--- src/hdl/timestamped_trace_period_duty_core_macros.svh ---
// ----------------------------------------------------------------------------
// trace period/duty core assertion macros
// shared property wrappers, clocked on clk and disabled in reset
// ----------------------------------------------------------------------------
`ifndef TIMESTAMPED_TRACE_PERIOD_DUTY_CORE_MACROS_SVH
`define TIMESTAMPED_TRACE_PERIOD_DUTY_CORE_MACROS_SVH

// same-cycle implication
`define TTPD_ASSERT_IMP(lbl, ante, cons, msg) \
  lbl: assert property (@(posedge clk) disable iff (!rst_n) (ante) |-> (cons)) \
    else $error(msg);

// next-cycle implication
`define TTPD_ASSERT_NXT(lbl, ante, cons, msg) \
  lbl: assert property (@(posedge clk) disable iff (!rst_n) (ante) |=> (cons)) \
    else $error(msg);

`endif

--- src/hdl/ttpd_pkg.sv ---
// ----------------------------------------------------------------------------
// ttpd_pkg
// types and constants shared by the trace period/duty core
// ----------------------------------------------------------------------------
`default_nettype none

package ttpd_pkg;

  localparam int DATA_W      = 32;
  localparam int ENTRIES_W   = 7;
  localparam int DEPTH_DEF   = 64;
  localparam int DIV_STEPS   = DATA_W;
  localparam int DIV_CNT_W   = $clog2(DIV_STEPS + 1);
  localparam int CFG_ADDR_W  = 3;
  localparam int REG_IDX_LSB = 2;

  localparam logic [DATA_W-1:0] EDGE_MASK_RST = DATA_W'(1 << 18);
  localparam logic [DATA_W-1:0] DUTY_SCALE    = DATA_W'(100);

  // input item function codes
  localparam logic FUNC_RECORD  = 1'b0;
  localparam logic FUNC_MEASURE = 1'b1;

  // register indexes
  localparam logic REG_EDGE_MASK   = 1'b0;
  localparam logic REG_CHANGE_ONLY = 1'b1;

  typedef enum logic [2:0] {
    ST_IDLE,
    ST_SCAN,
    ST_PER_START,
    ST_PER_WAIT,
    ST_DUTY_START,
    ST_DUTY_WAIT,
    ST_DONE
  } seq_state_t;

  typedef struct packed {
    logic              start;
    logic [DATA_W-1:0] dividend;
    logic [DATA_W-1:0] divisor;
  } div_req_t;

  typedef struct packed {
    logic              done;
    logic [DATA_W-1:0] quotient;
  } div_rsp_t;

endpackage

`default_nettype wire

--- src/hdl/ttpd_trace_mem.sv ---
// ----------------------------------------------------------------------------
// ttpd_trace_mem
// sample and timestamp store, one write and one registered read per cycle
// ----------------------------------------------------------------------------
`default_nettype none

module ttpd_trace_mem #(
  parameter int DEPTH = ttpd_pkg::DEPTH_DEF,
  parameter int AW    = $clog2(DEPTH)
) (
  input  wire logic                        clk,
  input  wire logic                        wr_en,
  input  wire logic [AW-1:0]               wr_addr,
  input  wire logic [ttpd_pkg::DATA_W-1:0] wr_sample,
  input  wire logic [ttpd_pkg::DATA_W-1:0] wr_time,
  input  wire logic                        rd_en,
  input  wire logic [AW-1:0]               rd_addr,
  output logic      [ttpd_pkg::DATA_W-1:0] rd_sample,
  output logic      [ttpd_pkg::DATA_W-1:0] rd_time
);

  logic [ttpd_pkg::DATA_W-1:0] sample_mem [DEPTH];
  logic [ttpd_pkg::DATA_W-1:0] time_mem   [DEPTH];

  always_ff @(posedge clk) begin
    if (wr_en) begin
      sample_mem[wr_addr] <= wr_sample;
      time_mem[wr_addr]   <= wr_time;
    end
  end

  always_ff @(posedge clk) begin
    if (rd_en) begin
      rd_sample <= sample_mem[rd_addr];
      rd_time   <= time_mem[rd_addr];
    end
  end

endmodule

`default_nettype wire

--- config.mk ---
export PLATFORM = sky130hd
export DESIGN_NAME = ttpd_trace_mem
export DESIGN_NICKNAME = d
export VERILOG_FILES = /design/src/hdl/timestamped_trace_period_duty_core_macros.svh /design/src/hdl/ttpd_pkg.sv /design/src/hdl/ttpd_trace_mem.sv
export SDC_FILE = /design/constraint.sdc
export NUM_CORES = 2
export LEC_CHECK = 0
export BUFFER_PORTS_ARGS = -buffer_cell sky130_fd_sc_hd__buf_2
export CAP_MARGIN = 10
export CELL_PAD_IN_SITES_DETAIL_PLACEMENT = 0
export CELL_PAD_IN_SITES_GLOBAL_PLACEMENT = 1
export CORE_MARGIN = 1.5
export CORE_UTILIZATION = 38
export CTS_CLUSTER_SIZE = 8
export DETAILED_ROUTE_END_ITERATION = 8
export GPL_TIMING_DRIVEN = 0
export PLACE_DENSITY = 0.54
export SYNTH_ARGS = -nofsm -noshare
export SYNTH_HDL_FRONTEND = slang
export SYNTH_SLANG_ARGS = --single-unit
export TNS_END_PERCENT = 50
--- constraint.sdc ---
create_clock -name clk -period 7.86 [get_ports clk]
set_input_delay 2.358 -clock clk [delete_from_list [all_inputs] [get_ports clk]]
set_output_delay 2.358 -clock clk [all_outputs]
set_load 0.1 [all_outputs]
==> metrics.md <==
| Metric | Value |
|---|---|
| Post-synthesis mux area share | 15.3% |
| Metal2 WL | 270,000 um |
| Failing checks | capacitance limit, slew limit |
| Hold Slack | 974 ps |
| Number of synthesized flops with an enable pin | 4,160 |
| Post-synthesis simple-gate area fraction | 0.828% |
| Starting Density | 38.2% |
| Run status | finished with violations |
| Wl on met1 | 239,000 um |
| Hold wc startpoint | sample_mem[22][7] |
| Logic pwr share | 5.7% |
| Core Box Area | 0.410 mm^2 |
| Worst EP arrival | 6760 ps |
| Main combinational cell family by area after synthesis | multiplexers |
| Total CTS buffers | 591 |
| Nature of the critical path startpoint | input port |
| Vias per cell | 6.29 |
| Fin crit share | 76.4% |
| First-pass DRT Iterations | 6 |
| Final ANT Viol Nets | 0 |
| Area taken by multi-input logic gates | 0.0301 mm^2 |
| Syn Area/Cell | 24.1 um^2 |
| Sequential Power Share | 49.0% |
| Peak supply drop | 0.239 mV |
| Period minus WS final | 6000 ps |
| # fillers | 34,000 |
| Top cell type by total area after synthesis | edfxtp_1 |
| Post-synthesis sequential area ratio | 79.8% |
| Reg area | 0.125 mm^2 |
| Synth Area in XOR/XNOR | 0% |
| Yosys warns | 0 |
| P_sw | 0.0113 W |
| R2R Path Start | time_mem[33][19] |
| Die X | 645 um |
| Met3 wire len | 60,900 um |
| Type of destination of the critical path | flop |
| Buffers on Ports | 136 |
| Crit path from | rd_addr[1] |
| Total gr overflow | 0 |
| Area growth, synth to finish | 20.0% |
| Postcts setup bufs | 0 |
| Max Clk Rate | 0.167 GHz |
| Routed len/inst | 45.1 um |
| Syn_nets | 6,584 |
| Clock Tree Buf Depth | 4 |
| Design Area, Final | 0.188 mm^2 |
| Clk_lat worst skew | 1050 ps |
| Root buffer cell | clkbuf_16 |
| Synth Flop Type | edfxtp_1 |
| WL final | 592,000 um |
| Synth top area cells | edfxtp_1 (80%), mux4_2 (15%), a22oi_1 (1.2%), mux2i_1 (0.58%), buf_2 (0.43%) |
| Resize count post-CTS | 0 |
| Remaining DRCs | 0 |
| Row count | 235 |
| Hold WC Path Type | flop to flop |
| Worst-path fanout max | 13 |
| Slew @ Worst Pin | 1500 ps |
| Slew Limit Fails | 7 |
| Post-place instance area | 0.171 mm^2 |
| Post-synth ARST share | 0% |
| DR vias | 82,700 |
| Post-synthesis instance total | 6,505 |
| Fraction of layout instances using a drive strength above 1 | 32.3% |
| Largest net degree at the start of global routing | 65 |
| Gr usage total | 28.2% |
| Worst-path clk slew | 50 ps |
| GP Congestion | 0.771 |
| Die Height | 645 um |
| CTS Sinks | 4,160 |
| Post-synthesis cell area | 0.156 mm^2 |
| Final Hold Viols | 0 |
| Initial antenna violation count | 50 |
| Nets | 7,654 |
| Crit path required time | 8610 ps |
| Synthesized-area fraction occupied by adder cells | 0% |
| FF+latch count, synth | 4,160 |
| CTS hold repair buffers | 0 |
| Pint | 0.0391 W |
| Post-synthesis compound-gate area fraction | 2.79% |
| Share of the synthesized area in the top cell type | 79.8% |
| Power per cell area | 269 mW/mm^2 |
| Die Area | 0.416 mm^2 |
| Final setup viols | 0 |
| DRT iter0 DRCs | 13,800 |
| Estimated wirelength of the detail-placed design | 411,000 um |
| WS Path Type | input port to flop |
| Setup TNS | 0 ps |
| Clk_skew | 32.6 ps |
| Clk pwr share | 45.4% |
| Top Metal Used | met5 |
| First-pass GRT wire length | 766,000 um |
| IO Pins | 143 |
| Vias in the first global route | 80,600 |
| Max cap viols | 1 |
| Slew Limit Headroom | -0.226% |
| H-tree depth | 6 |
| CTS tree | built |
| RSZ-0062 raised after global routing | no |
| Leakage power | 58.8 nW |
| Unique masters post-synth | 29 |
| Sw Ratio | 22.5% |
==> state kept, by name, indices dropped and copies added (netlist names) <==
name	count
sample_mem	2048
time_mem	2048
rd_sample	32
rd_time	32
==> worst max-delay path: stages <==
cell and delay [ps]:
buf_4 200, buf_4 340, buf_2 960, nand2_1 950
clkbuf_1 690, o221ai_1 440, a21oi_1 250, o211a_1 470
==> power by group through the flow <==
stage	registers [W]	clock network (W)	logic, W
after floorplan	0.0254	0	0.00114
after global placement	0.0252	0	0.00271
after detailed placement	0.0251	0	0.00284
after CTS	0.0247	0.0231	0.00284
after global routing	0.0247	0.0239	0.00294
final	0.0247	0.0229	0.00286
==> per-layer routing <==
| metal | vias to the layer above | track usage [%] |
|---|---|---|
| li1 | 30400 | - |
| met1 | 46100 | 39.8 |
| met2 | 5227 | 42.8 |
| met3 | 959 | 6.66 |
| met4 | 22 | 10.4 |
| met5 | - | 0 |
==> synth_stat cells, types with 2 or more instances <==
master and n:
edfxtp_1 4160, a211oi_1 63, nand3b_1 4, buf_4 50, or3b_2 2, clkbuf_1 140
or3b_1 2, mux4_2 1024, nor2_1 110, nand3_1 133, buf_6 21, and2_1 3
or2_2 2, nand2b_1 4, buf_1 29, or3_1 3, a21oi_1 25, nand2_1 7
nor2b_1 7, mux2i_1 90, o211a_1 64, o221ai_1 64, buf_2 136, a22oi_1 256
o22ai_1 102
==> cell type report <==
cell class / count / share of cell area (%)
antenna: 50 / 0.0666
tap: 5451 / 3.63
timing repair buffer: 477 / 4.16
sequential: 4160 / 66.5
multi-input combinational: 1967 / 16.0
clock buffer: 613 / 8.10
buffer: 377 / 1.06
inverter: 1 / 0.00200
clock inverter: 47 / 0.422
==> stage by stage <==
step	utilization, %	setup WS [ps]	std cells	power (W)
global placement	40.0	-6510	12100	0.0279
global route	45.8	1990	13100	0.0516
floorplan	-	1510	6505	0.0265
detailed placement	41.8	998	12400	0.0280
finish	45.8	1860	13100	0.0504
CTS	45.7	2060	13100	0.0507
==> cell usage in the layout (no fill, tap or decap), drive strengths merged, types with 2 or more instances in the layout <==
cell type / Yosys / final
or3: 3 / 3
a22oi: 256 / 256
clkinv: 0 / 26
nand2b: 4 / 4
nor2b: 7 / 7
a211oi: 63 / 63
or3b: 4 / 4
o211a: 64 / 64
edfxtp: 4160 / 4160
nand2: 7 / 7
mux2i: 90 / 90
o221ai: 64 / 64
inv: 1 / 22
buf: 236 / 713
nor2: 110 / 110
mux4: 1024 / 1024
a21oi: 25 / 25
nand3: 133 / 133
diode: 0 / 50
clkbuf: 141 / 754
nand3b: 4 / 4
or2: 2 / 2
and2: 3 / 3
o22ai: 102 / 102
==> final timing paths <==
kind	to	slack, ps	cells after the start
max	rd_time[16]	1860	8
min	rd_sample[7]	970	4
max reg2reg	rd_time[19]	5460	4
min reg2reg	rd_sample[7]	970	4
==> logic make-up after synthesis <==
group           Yosys count
compound gates          575
buf+inv                 378
mux                    1114
simple gates            278
flops                  4160
Power figures use the tool's default switching activity.
