**src/hdl/timestamped_trace_period_duty_core_macros.svh**
```systemverilog
// ----------------------------------------------------------------------------
// trace period/duty core assertion macros
// shared property wrappers, clocked on clk and disabled in reset
// ----------------------------------------------------------------------------
`ifndef TIMESTAMPED_TRACE_PERIOD_DUTY_CORE_MACROS_SVH
`define TIMESTAMPED_TRACE_PERIOD_DUTY_CORE_MACROS_SVH

// same-cycle implication
`define TTPD_ASSERT_IMP(lbl, ante, cons, msg) \
  lbl: assert property (@(posedge clk) disable iff (!rst_n) (ante) |-> (cons)) \
    else $error(msg);

// next-cycle implication
`define TTPD_ASSERT_NXT(lbl, ante, cons, msg) \
  lbl: assert property (@(posedge clk) disable iff (!rst_n) (ante) |=> (cons)) \
    else $error(msg);

`endif

```
**src/hdl/ttpd_pkg.sv**
```systemverilog
// ----------------------------------------------------------------------------
// ttpd_pkg
// types and constants shared by the trace period/duty core
// ----------------------------------------------------------------------------
`default_nettype none

package ttpd_pkg;

  localparam int DATA_W      = 32;
  localparam int ENTRIES_W   = 7;
  localparam int DEPTH_DEF   = 64;
  localparam int DIV_STEPS   = DATA_W;
  localparam int DIV_CNT_W   = $clog2(DIV_STEPS + 1);
  localparam int CFG_ADDR_W  = 3;
  localparam int REG_IDX_LSB = 2;

  localparam logic [DATA_W-1:0] EDGE_MASK_RST = DATA_W'(1 << 18);
  localparam logic [DATA_W-1:0] DUTY_SCALE    = DATA_W'(100);

  // input item function codes
  localparam logic FUNC_RECORD  = 1'b0;
  localparam logic FUNC_MEASURE = 1'b1;

  // register indexes
  localparam logic REG_EDGE_MASK   = 1'b0;
  localparam logic REG_CHANGE_ONLY = 1'b1;

  typedef enum logic [2:0] {
    ST_IDLE,
    ST_SCAN,
    ST_PER_START,
    ST_PER_WAIT,
    ST_DUTY_START,
    ST_DUTY_WAIT,
    ST_DONE
  } seq_state_t;

  typedef struct packed {
    logic              start;
    logic [DATA_W-1:0] dividend;
    logic [DATA_W-1:0] divisor;
  } div_req_t;

  typedef struct packed {
    logic              done;
    logic [DATA_W-1:0] quotient;
  } div_rsp_t;

endpackage

`default_nettype wire

```
**src/hdl/ttpd_divider.sv**
```systemverilog
// ----------------------------------------------------------------------------
// ttpd_divider
// restoring unsigned divider, one quotient bit per cycle
// ----------------------------------------------------------------------------
`default_nettype none

module ttpd_divider (
  input  wire logic               clk,
  input  wire logic               rst_n,
  input  wire ttpd_pkg::div_req_t req,
  output ttpd_pkg::div_rsp_t      rsp
);

  localparam int W = ttpd_pkg::DATA_W;

  logic [ttpd_pkg::DIV_CNT_W-1:0] cnt_r;
  logic                           done_r;
  logic [W-1:0]                   rem_r;
  logic [W-1:0]                   quo_r;
  logic [W-1:0]                   dvsr_r;
  logic [W:0]                     shifted;
  logic [W:0]                     trial;
  logic                           fits;

  // shift in the next dividend bit and try the subtraction
  assign shifted = {rem_r, quo_r[W-1]};
  assign trial   = shifted - {1'b0, dvsr_r};
  assign fits    = shifted >= {1'b0, dvsr_r};

  always_ff @(posedge clk) begin
    if (!rst_n) begin
      cnt_r  <= '0;
      done_r <= 1'b0;
    end else begin
      done_r <= (cnt_r == ttpd_pkg::DIV_CNT_W'(1));
      if (req.start) begin
        cnt_r <= ttpd_pkg::DIV_CNT_W'(ttpd_pkg::DIV_STEPS);
      end else if (cnt_r != '0) begin
        cnt_r <= cnt_r - ttpd_pkg::DIV_CNT_W'(1);
      end
    end
  end

  always_ff @(posedge clk) begin
    if (req.start) begin
      rem_r  <= '0;
      quo_r  <= req.dividend;
      dvsr_r <= req.divisor;
    end else if (cnt_r != '0) begin
      rem_r <= fits ? trial[W-1:0] : shifted[W-1:0];
      quo_r <= {quo_r[W-2:0], fits};
    end
  end

  assign rsp.done     = done_r;
  assign rsp.quotient = quo_r;

endmodule

`default_nettype wire

```
**config.mk**
```make
export PLATFORM = sky130hd
export DESIGN_NAME = ttpd_divider
export DESIGN_NICKNAME = d
export VERILOG_FILES = /design/src/hdl/timestamped_trace_period_duty_core_macros.svh /design/src/hdl/ttpd_pkg.sv /design/src/hdl/ttpd_divider.sv
export SDC_FILE = /design/constraint.sdc
export NUM_CORES = 1
export LEC_CHECK = 0
export BUFFER_PORTS_ARGS = -buffer_cell sky130_fd_sc_hd__buf_2
export CAP_MARGIN = 30
export CORE_AREA = 2 2 103 105
export DETAILED_ROUTE_END_ITERATION = 6
export DIE_AREA = 0 0 105 107
export HOLD_SLACK_MARGIN = 0.15
export MAX_ROUTING_LAYER = met4
export PLACE_DENSITY = 0.83
export SYNTH_ARGS = -nofsm -noshare
export SYNTH_HDL_FRONTEND = slang
export SYNTH_SLANG_ARGS = --single-unit
```
**constraint.sdc**
```tcl
create_clock -name clk -period 6.9 [get_ports clk]
set_clock_uncertainty 0.1 [all_clocks]
set_input_delay 0 -clock clk [delete_from_list [all_inputs] [get_ports clk]]
set_output_delay 0 -clock clk [all_outputs]
set_load 0.005 [all_outputs]
```
==> metrics.txt, run 1 <==
Reg power frac=roughly a third; Routed Antenna Nets=0; RePlAce Congestion=around 0.95; Critical Path RT=7.10 ns; final hold vios=0; CP delay by family, top=compound AO/OA/AOI/OAI gates; synth top area cells=edfxtp_1 32%, dfxtp_1 13%, ha_1 7.2%; Post-Layout Cell Count=between 800 and 900; area grow syn2layout=23.78%; synthesized flop and latch total=~100; Hold WC Path Type=input port to register; Worst Path Buf+Inv=1; cell accounting for the most synthesized area=edfxtp_1; die width=~110 um; Vias/cell=about 5.7; port bufs=just under 100; aggregate global-route resource usage=between 20 and 30%; CP Cell Sequence=inv_1 -> ha_1 -> fa_1 -> nand2b_1 -> a211oi_1 -> o21ai_0 -> a21oi_1 -> o21ai_1 -> o21ai_0 -> o311ai_0 -> or4_1 -> o21ai_0; worst stage delay on the critical path=about 0.42 ns; Comb pwr share=between 50% and 60%; Sw Pwr=roughly 1.2 mW; largest net degree at the start of global routing=58; status=complete, no violations; Clock Latency Late Sink=between 0.3 and 0.4 ns; sequential fraction of the synthesis area=between 40% and 50%; worst vdd ir=around 0.19 mV; Int Pwr=roughly 1.6 mW; vias in the first global route=between 5k and 6k; Post-Syn Area per Cell=9.997 um^2; syn nets=roughly 690; Slew HR=48.01%; setup bufs post-CTS=0; final core occ=approximately 73%; drt pass-1 iters=5; slew at the pin with the worst max-slew slack=0.7733 ns; setup violators final=0; clk slew on worst S/H paths=around 0.10 ns; first-pass GRT wire length=23690 um; Mapped Cells=slightly below 600; Final Critical Period=about 3.5 ns; n_diodes=0; DP Area=0.006467 mm^2; Synth Cell Area=roughly 0.0059 mm^2; drt wl/cell=16.16 um; Power Dens Cells=between 300 and 400 mW/mm^2; Clock Power Share=about an eighth; critical path peak fanout=6; Data arrival, critical path=between 3 and 4 ns; initial antenna violation count=0; I/O pin count=100; maxcap violations=0; CP Launch Type=register; number of synthesized flops with an enable pin=64; Fillers=a little over 700; Residual DRC=0; Final WS setup=approximately 3.4 ns; Design Area, Final=roughly 0.0073 mm^2; Num CTS Buffers=9; initial DRC count=284; Cell variety after synth=54; final cycle utilization of the critical path=about half; Syn. warnings=0; share of layout cells above drive strength 1=between 20% and 30%; Starting Density=58.64%; RSZ-0062 raised after global routing=no; Net Sw Frac=41.72%; Overflow after GRT=0; fin. max-slew vios=0; CTS tree=built; Most common cell on crit path=o21ai_0; Post-synth ARST share=0%; Total Wirelength=14240 um; H-Tree Depth=3; Core Region=between 0.01 and 0.015 mm^2; Placed Cells incl. Taps=798; area share of the largest cell type after synthesis=~32%; Clock Sinks=between 100 and 150; FF/Latch Area=~0.0027 mm^2; TNS Setup=0 ns; Die H=about 110 um; worst slack, placed=3.520 ns; CP max-delay cell=or4_1; Rows=37; die area=0.01124 mm^2; Static Leakage=~3.2 nW; Multi-input gate area=just under 0.003 mm^2; Vias=approximately 5.0k; dpl hpwl=roughly 9200 um; clock tree buffer depth=2; fmax=approximately 0.29 GHz; Critical Path End Type=register; Post-synth top flop=edfxtp_1; Final #Nets=around 840; WS Path Type=register to register; CTS root buf=clkbuf_8
## cell families (layout without fill, tap and decap cells)
family | Yosys count | in the layout | share of synthesized area, %
XOR/XNOR | 31 | 31 | 4.588
adder cells (fa/ha/maj) | 35 | 35 | 7.526
multiplexers | 39 | 39 | 7.273
buffers and inverters | 72 | 225 | 5.391
AO/OA/AOI/OAI | 145 | 145 | 16.11
flip-flops | 103 | 103 | 45.67
AND/OR/NAND/NOR | 167 | 167 | 13.45
## power groups by stage
stage	Clock (mW)	Sequential (mW)	Combinational [mW]
finish	0.377	0.962	1.49
global placement	0	0.955	1.34
floorplan	0	0.949	1.12
CTS	0.382	0.955	1.46
global route	0.404	0.981	1.65
detailed placement	0	0.966	1.42
## synth_stat cells, types with 7 or more instances
cell / n
nor2_1: 65
edfxtp_1: 64
a21oi_1: 40
dfxtp_1: 39
inv_1: 38
ha_1: 34
a211oi_1: 32
mux2_2: 32
nor3_1: 29
nand2_1: 25
clkbuf_1: 22
o21ai_0: 20
xnor2_1: 17
xor2_1: 14
a21o_1: 11
nand2b_1: 10
nand4_1: 9
o21a_1: 9
and3_1: 8
mux2i_1: 7
## worst paths after layout
path | start | to | slack (ns) | cells after the start
worst max-delay path | quo_r[31] | rem_r[24] | 3.41 | 12
worst min-delay path | req[16] | dvsr_r[16] | 0.21 | 2
worst max register to register | quo_r[31] | rem_r[24] | 3.41 | 12
worst min register to register | rem_r[9] | rem_r[9] | 0.39 | 2
## final cells by class
cell class | instances | share of cell area, %
Clock buffer | 10 | 1.742
Clock inverter | 6 | 0.8198
Inverter | 38 | 1.947
Multi-Input combinational cell | 417 | 39.54
Sequential cell | 103 | 36.89
Tap cell | 136 | 2.323
Timing Repair Buffer | 171 | 16.74
## flip-flops by register name, indices dropped and copies added, names as in the netlist
name    cells
cnt_r       6
done_r      1
dvsr_r     32
quo_r      32
rem_r      32
## stage by stage
stage	power [mW]	hold WS, ns
floorplan	2.069	-0.001131
global placement	2.299	0.07620
detailed placement	2.388	0.07809
CTS	2.801	0.1977
global route	3.035	0.2071
finish	2.828	0.2109
## timing repair
action | CTS | global route
hold buffers | 67 | 0
gates resized for setup | 0 | 0
setup endpoints to repair | 0 | 0
endpoints found under the hold margin | 80 | 0
## layer usage
layer  up-vias  track usage, %  share of wire (%)
li1       2441               -                  -
met1      2379           30.39                 41
met2       145           47.68                 53
met3        37           5.471                3.9
met4         0           10.95                2.9
met5         -               -                  0
## placed cells by master, fill, tap and decap left out, drive strengths merged, types with 29 or more instances in the layout
| cell | Yosys | routed |
|---|---|---|
| a211oi | 32 | 32 |
| edfxtp | 64 | 64 |
| inv | 38 | 39 |
| nor2 | 65 | 65 |
| dfxtp | 39 | 39 |
| mux2 | 32 | 32 |
| ha | 34 | 34 |
| buf | 12 | 104 |
| nor3 | 29 | 29 |
| a21oi | 42 | 42 |
| dlygate4sd3 | 0 | 67 |
Power figures use the tool's default switching activity.
==> run 2: changes to the inputs <==
--- a/config.mk
+++ b/config.mk
@@ -5,14 +5,15 @@
 export SDC_FILE = /design/constraint.sdc
 export NUM_CORES = 1
 export LEC_CHECK = 0
+export ABC_AREA = 1
 export BUFFER_PORTS_ARGS = -buffer_cell sky130_fd_sc_hd__buf_2
 export CAP_MARGIN = 30
-export CORE_AREA = 2 2 103 105
+export CORE_AREA = 2 2 117 119
 export DETAILED_ROUTE_END_ITERATION = 6
-export DIE_AREA = 0 0 105 107
+export DIE_AREA = 0 0 119 121
 export HOLD_SLACK_MARGIN = 0.15
 export MAX_ROUTING_LAYER = met4
-export PLACE_DENSITY = 0.83
+export PLACE_DENSITY = 0.77
 export SYNTH_ARGS = -nofsm -noshare
 export SYNTH_HDL_FRONTEND = slang
 export SYNTH_SLANG_ARGS = --single-unit
==> constraint.sdc (replaced) <==
create_clock -name clk -period 3.2 [get_ports clk]
set_clock_uncertainty 0.1 [all_clocks]
set_input_delay 0 -clock clk [delete_from_list [all_inputs] [get_ports clk]]
set_output_delay 0 -clock clk [all_outputs]
set_load 0.005 [all_outputs]
==> run 2 against run 1 <==
Net effect:
- critical path type unchanged
- critical path depth rose by 5
- first-iteration DRC count rose by 29%
- non-clock buffer count rose by 5
- critical endpoint is now rem_r[28]
- largest cell class unchanged
- final cell count rose by 53%
- die area rose by 28%
- register-to-register slack got worse by 2.8 ns
==> metrics.txt, run 2 <==
Hold WC Path Type=input port to register; Core Region=0.01309 mm^2 (+30%); Num CTS Buffers=9 (unchanged); Final Critical Period=2.579 ns (-0.9099 ns); Syn. warnings=0 (unchanged); Mapped Cells=1001 (+69%); H-Tree Depth=3 (unchanged); final core occ=64.84% (-7.7 points); largest net degree at the start of global routing=45 (-22%); setup violators final=0 (unchanged); Largest regs=dvsr_r: 32 flops, quo_r: 32 flops, rem_r: 32 flops; cell accounting for the most synthesized area=edfxtp_1; met1 wire length=7850 um (+36%); dpl hpwl=12540 um (+37%); Rows=42 (+14%); RSZ-0062 raised after global routing=no; status=complete, no violations; Cell variety after synth=36 (-33%); Residual DRC=0 (unchanged); Die H=121 um (+13%); initial antenna violation count=0 (unchanged); synth cell count leaders=416 x nand2_1, 190 x inv_1, 77 x nand3_1; setup bufs post-CTS=0 (unchanged); vias in the first global route=6306 (+23%); aggregate global-route resource usage=26.74% (-0.39 points); Fillers=1152 (+58%); Overflow after GRT=0 (unchanged); Fin Hold WS=0.2402 ns (+0.02925 ns); Placed Cells incl. Taps=1261 (+58%); Total Wirelength=18290 um (+28%); synth top area cells=edfxtp_1 28%, nand2_1 23%, dfxtp_1 11%; die width=119 um (+13%); sequential fraction of the synthesis area=39.56% (-6.1 points); Vias/cell=4.937 (-13%); first-pass GRT wire length=29640 um (+25%); worst vdd ir=0.4513 mV (+140%); RePlAce Congestion=1.007 (+6.0%); share of layout cells above drive strength 1=11.79% (-9.5 points); initial DRC count=367 (+29%); fmax=0.3878 GHz (+35%); Data arrival, critical path=2.75 ns (-0.94 ns); Final WS setup=0.6214 ns (-2.790 ns); CP Launch Type=register; r2r setup slk=0.62 ns (-2.79 ns); die area=0.01440 mm^2 (+28%); met3 wire len=1062 um (+91%); Post-synth ARST share=0% (unchanged); Slew HR=64.82% (+17 points); drt wl/cell=13.59 um (-16%); Starting Density=52.21% (-6.4 points); I/O pin count=100 (unchanged); final hold vios=0 (unchanged); slew at the pin with the worst max-slew slack=0.5277 ns (-0.2456 ns); clock tree buffer depth=2 (unchanged); final cycle utilization of the critical path=80.58% (+30 points); n_diodes=0 (unchanged); number of synthesized flops with an enable pin=64 (unchanged); most frequent cells in the layout=416 x nand2_1, 190 x inv_1, 99 x buf_2, 77 x nand3_1, 69 x dlygate4sd3_1; TNS Setup=0 ns (unchanged); area share of the largest cell type after synthesis=28.13% (-4.3 points); Critical Path End Type=register; critical path peak fanout=33 (+27); most common cell in the netlist=nand2_1; post-CTS sizing=0 (unchanged); clk slew on worst S/H paths=0.08 ns (-0.02 ns); Power Dens Cells=589.6 mW/mm^2 (+53%); Post-synth top flop=edfxtp_1; Post-Syn Area per Cell=6.825 um^2 (-32%); Clock Latency Late Sink=0.36 ns (-0.03 ns); fin. max-slew vios=0 (unchanged); Static Leakage=4.628 nW (+45%); most common cell after layout, fill and taps aside=nand2_1; CTS root buf=clkbuf_16; Vias=6645 (+33%); Routed Antenna Nets=0 (unchanged); met2 wire len=9028 um (+21%); synthesized flop and latch total=103 (unchanged); Top Layer Used=met4; Critical Path RT=3.37 ns (-3.73 ns); Synth Cell Area=0.006832 mm^2 (+15%); worst slack, placed=0.6441 ns (-2.876 ns); Post-Layout Cell Count=1346 (+53%); syn nets=1103 (+59%); Multi-input gate area=0.003274 mm^2 (+13%); area grow syn2layout=24.19%; Final #Nets=1267 (+50%); port bufs=99 (unchanged); WS Path Type=register to register; CTS tree=built; Clock Sinks=103 (unchanged); FF/Latch Area=0.002703 mm^2 (unchanged); maxcap violations=0 (unchanged); drt pass-1 iters=5 (unchanged)
run 2: changes by cell type after synthesis, moves of 12 or more:
| cell | delta |
|---|---|
| nand3b_1 | +14 |
| clkbuf_1 | -12 |
| nor3_1 | -25 |
| o21ai_0 | -12 |
| nand3_1 | +72 |
| mux2_2 | -32 |
| a211oi_1 | -32 |
| nor2_1 | -19 |
| xor2_1 | -13 |
| a21oi_1 | -16 |
| inv_1 | +152 |
| nand2_1 | +391 |
run 2: area by class of cell:
class | count | area share, %
well taps | 176 | 2.595
flip-flops and latches | 103 | 31.85
clock inverters | 7 | 1.121
multi-input cells | 683 | 38.59
inverters | 192 | 8.494
repair buffers | 176 | 14.69
clock buffers | 9 | 2.654
run 2: routing by layer:
metal / track usage (%) / up-vias
met5: - / -
met4: 7.292 / 0
met3: 5.075 / 36
met2: 47.09 / 224
met1: 31.42 / 2978
li1: - / 3407
run 2: path summary, 6_finish.rpt:
path	to	cells past startpoint	start
max	rem_r[28]	17	dvsr_r[8]
min	dvsr_r[30]	2	req[30]
max reg2reg	rem_r[28]	17	dvsr_r[8]
min reg2reg	rem_r[17]	2	rem_r[17]
run 2: timing repair:
item,CTS,global route
hold buffers,69,0
endpoints found under the setup margin,0,0
endpoints found under the hold margin,85,0
run 2: metrics by stage:
step                area (um^2)  power [mW]
CTS                        8484       4.999
global route               8484       5.360
finish                     8484       5.002
detailed placement         7473       3.740
global placement           7473       3.721
floorplan                  6832       3.253
run 2: logic make-up (layout without fill, tap and decap cells):
kind of cell               count (synthesis)  after routing  share of synthesized area (%)
and+or+nand+nor                          583            583                          35.51
buffers and inverters                    215            384                          12.51
DFF                                      103            103                          39.56
AOI/OAI and AO/OA                         50             50                          3.974
adders and majority gates                 35             35                          6.520
xor gates and xnor gates                  15             15                          1.923
run 2: worst max-delay path, cell delays in order (launching register included):
cell and delay (ns):
edfxtp_1 0.33, inv_1 0.04, ha_1 0.33, nand2_1 0.17, inv_1 0.05, nand2_1 0.06, nand2_1 0.09, inv_1 0.08
nand3_2 0.15, nand2_1 0.14, nand2_2 0.08, nand2_2 0.09, buf_4 0.39, nand3_1 0.13, nand2_1 0.10, inv_1 0.06
nand2_1 0.05, nand2_1 0.04
run 2: power by group:
part	leakage (nW)	switching (mW)	internal, mW
clock network	0.157	0.551	0.632
registers	0.968	0.146	1.69
logic	3.50	1.24	0.751
total	4.63	1.93	3.07
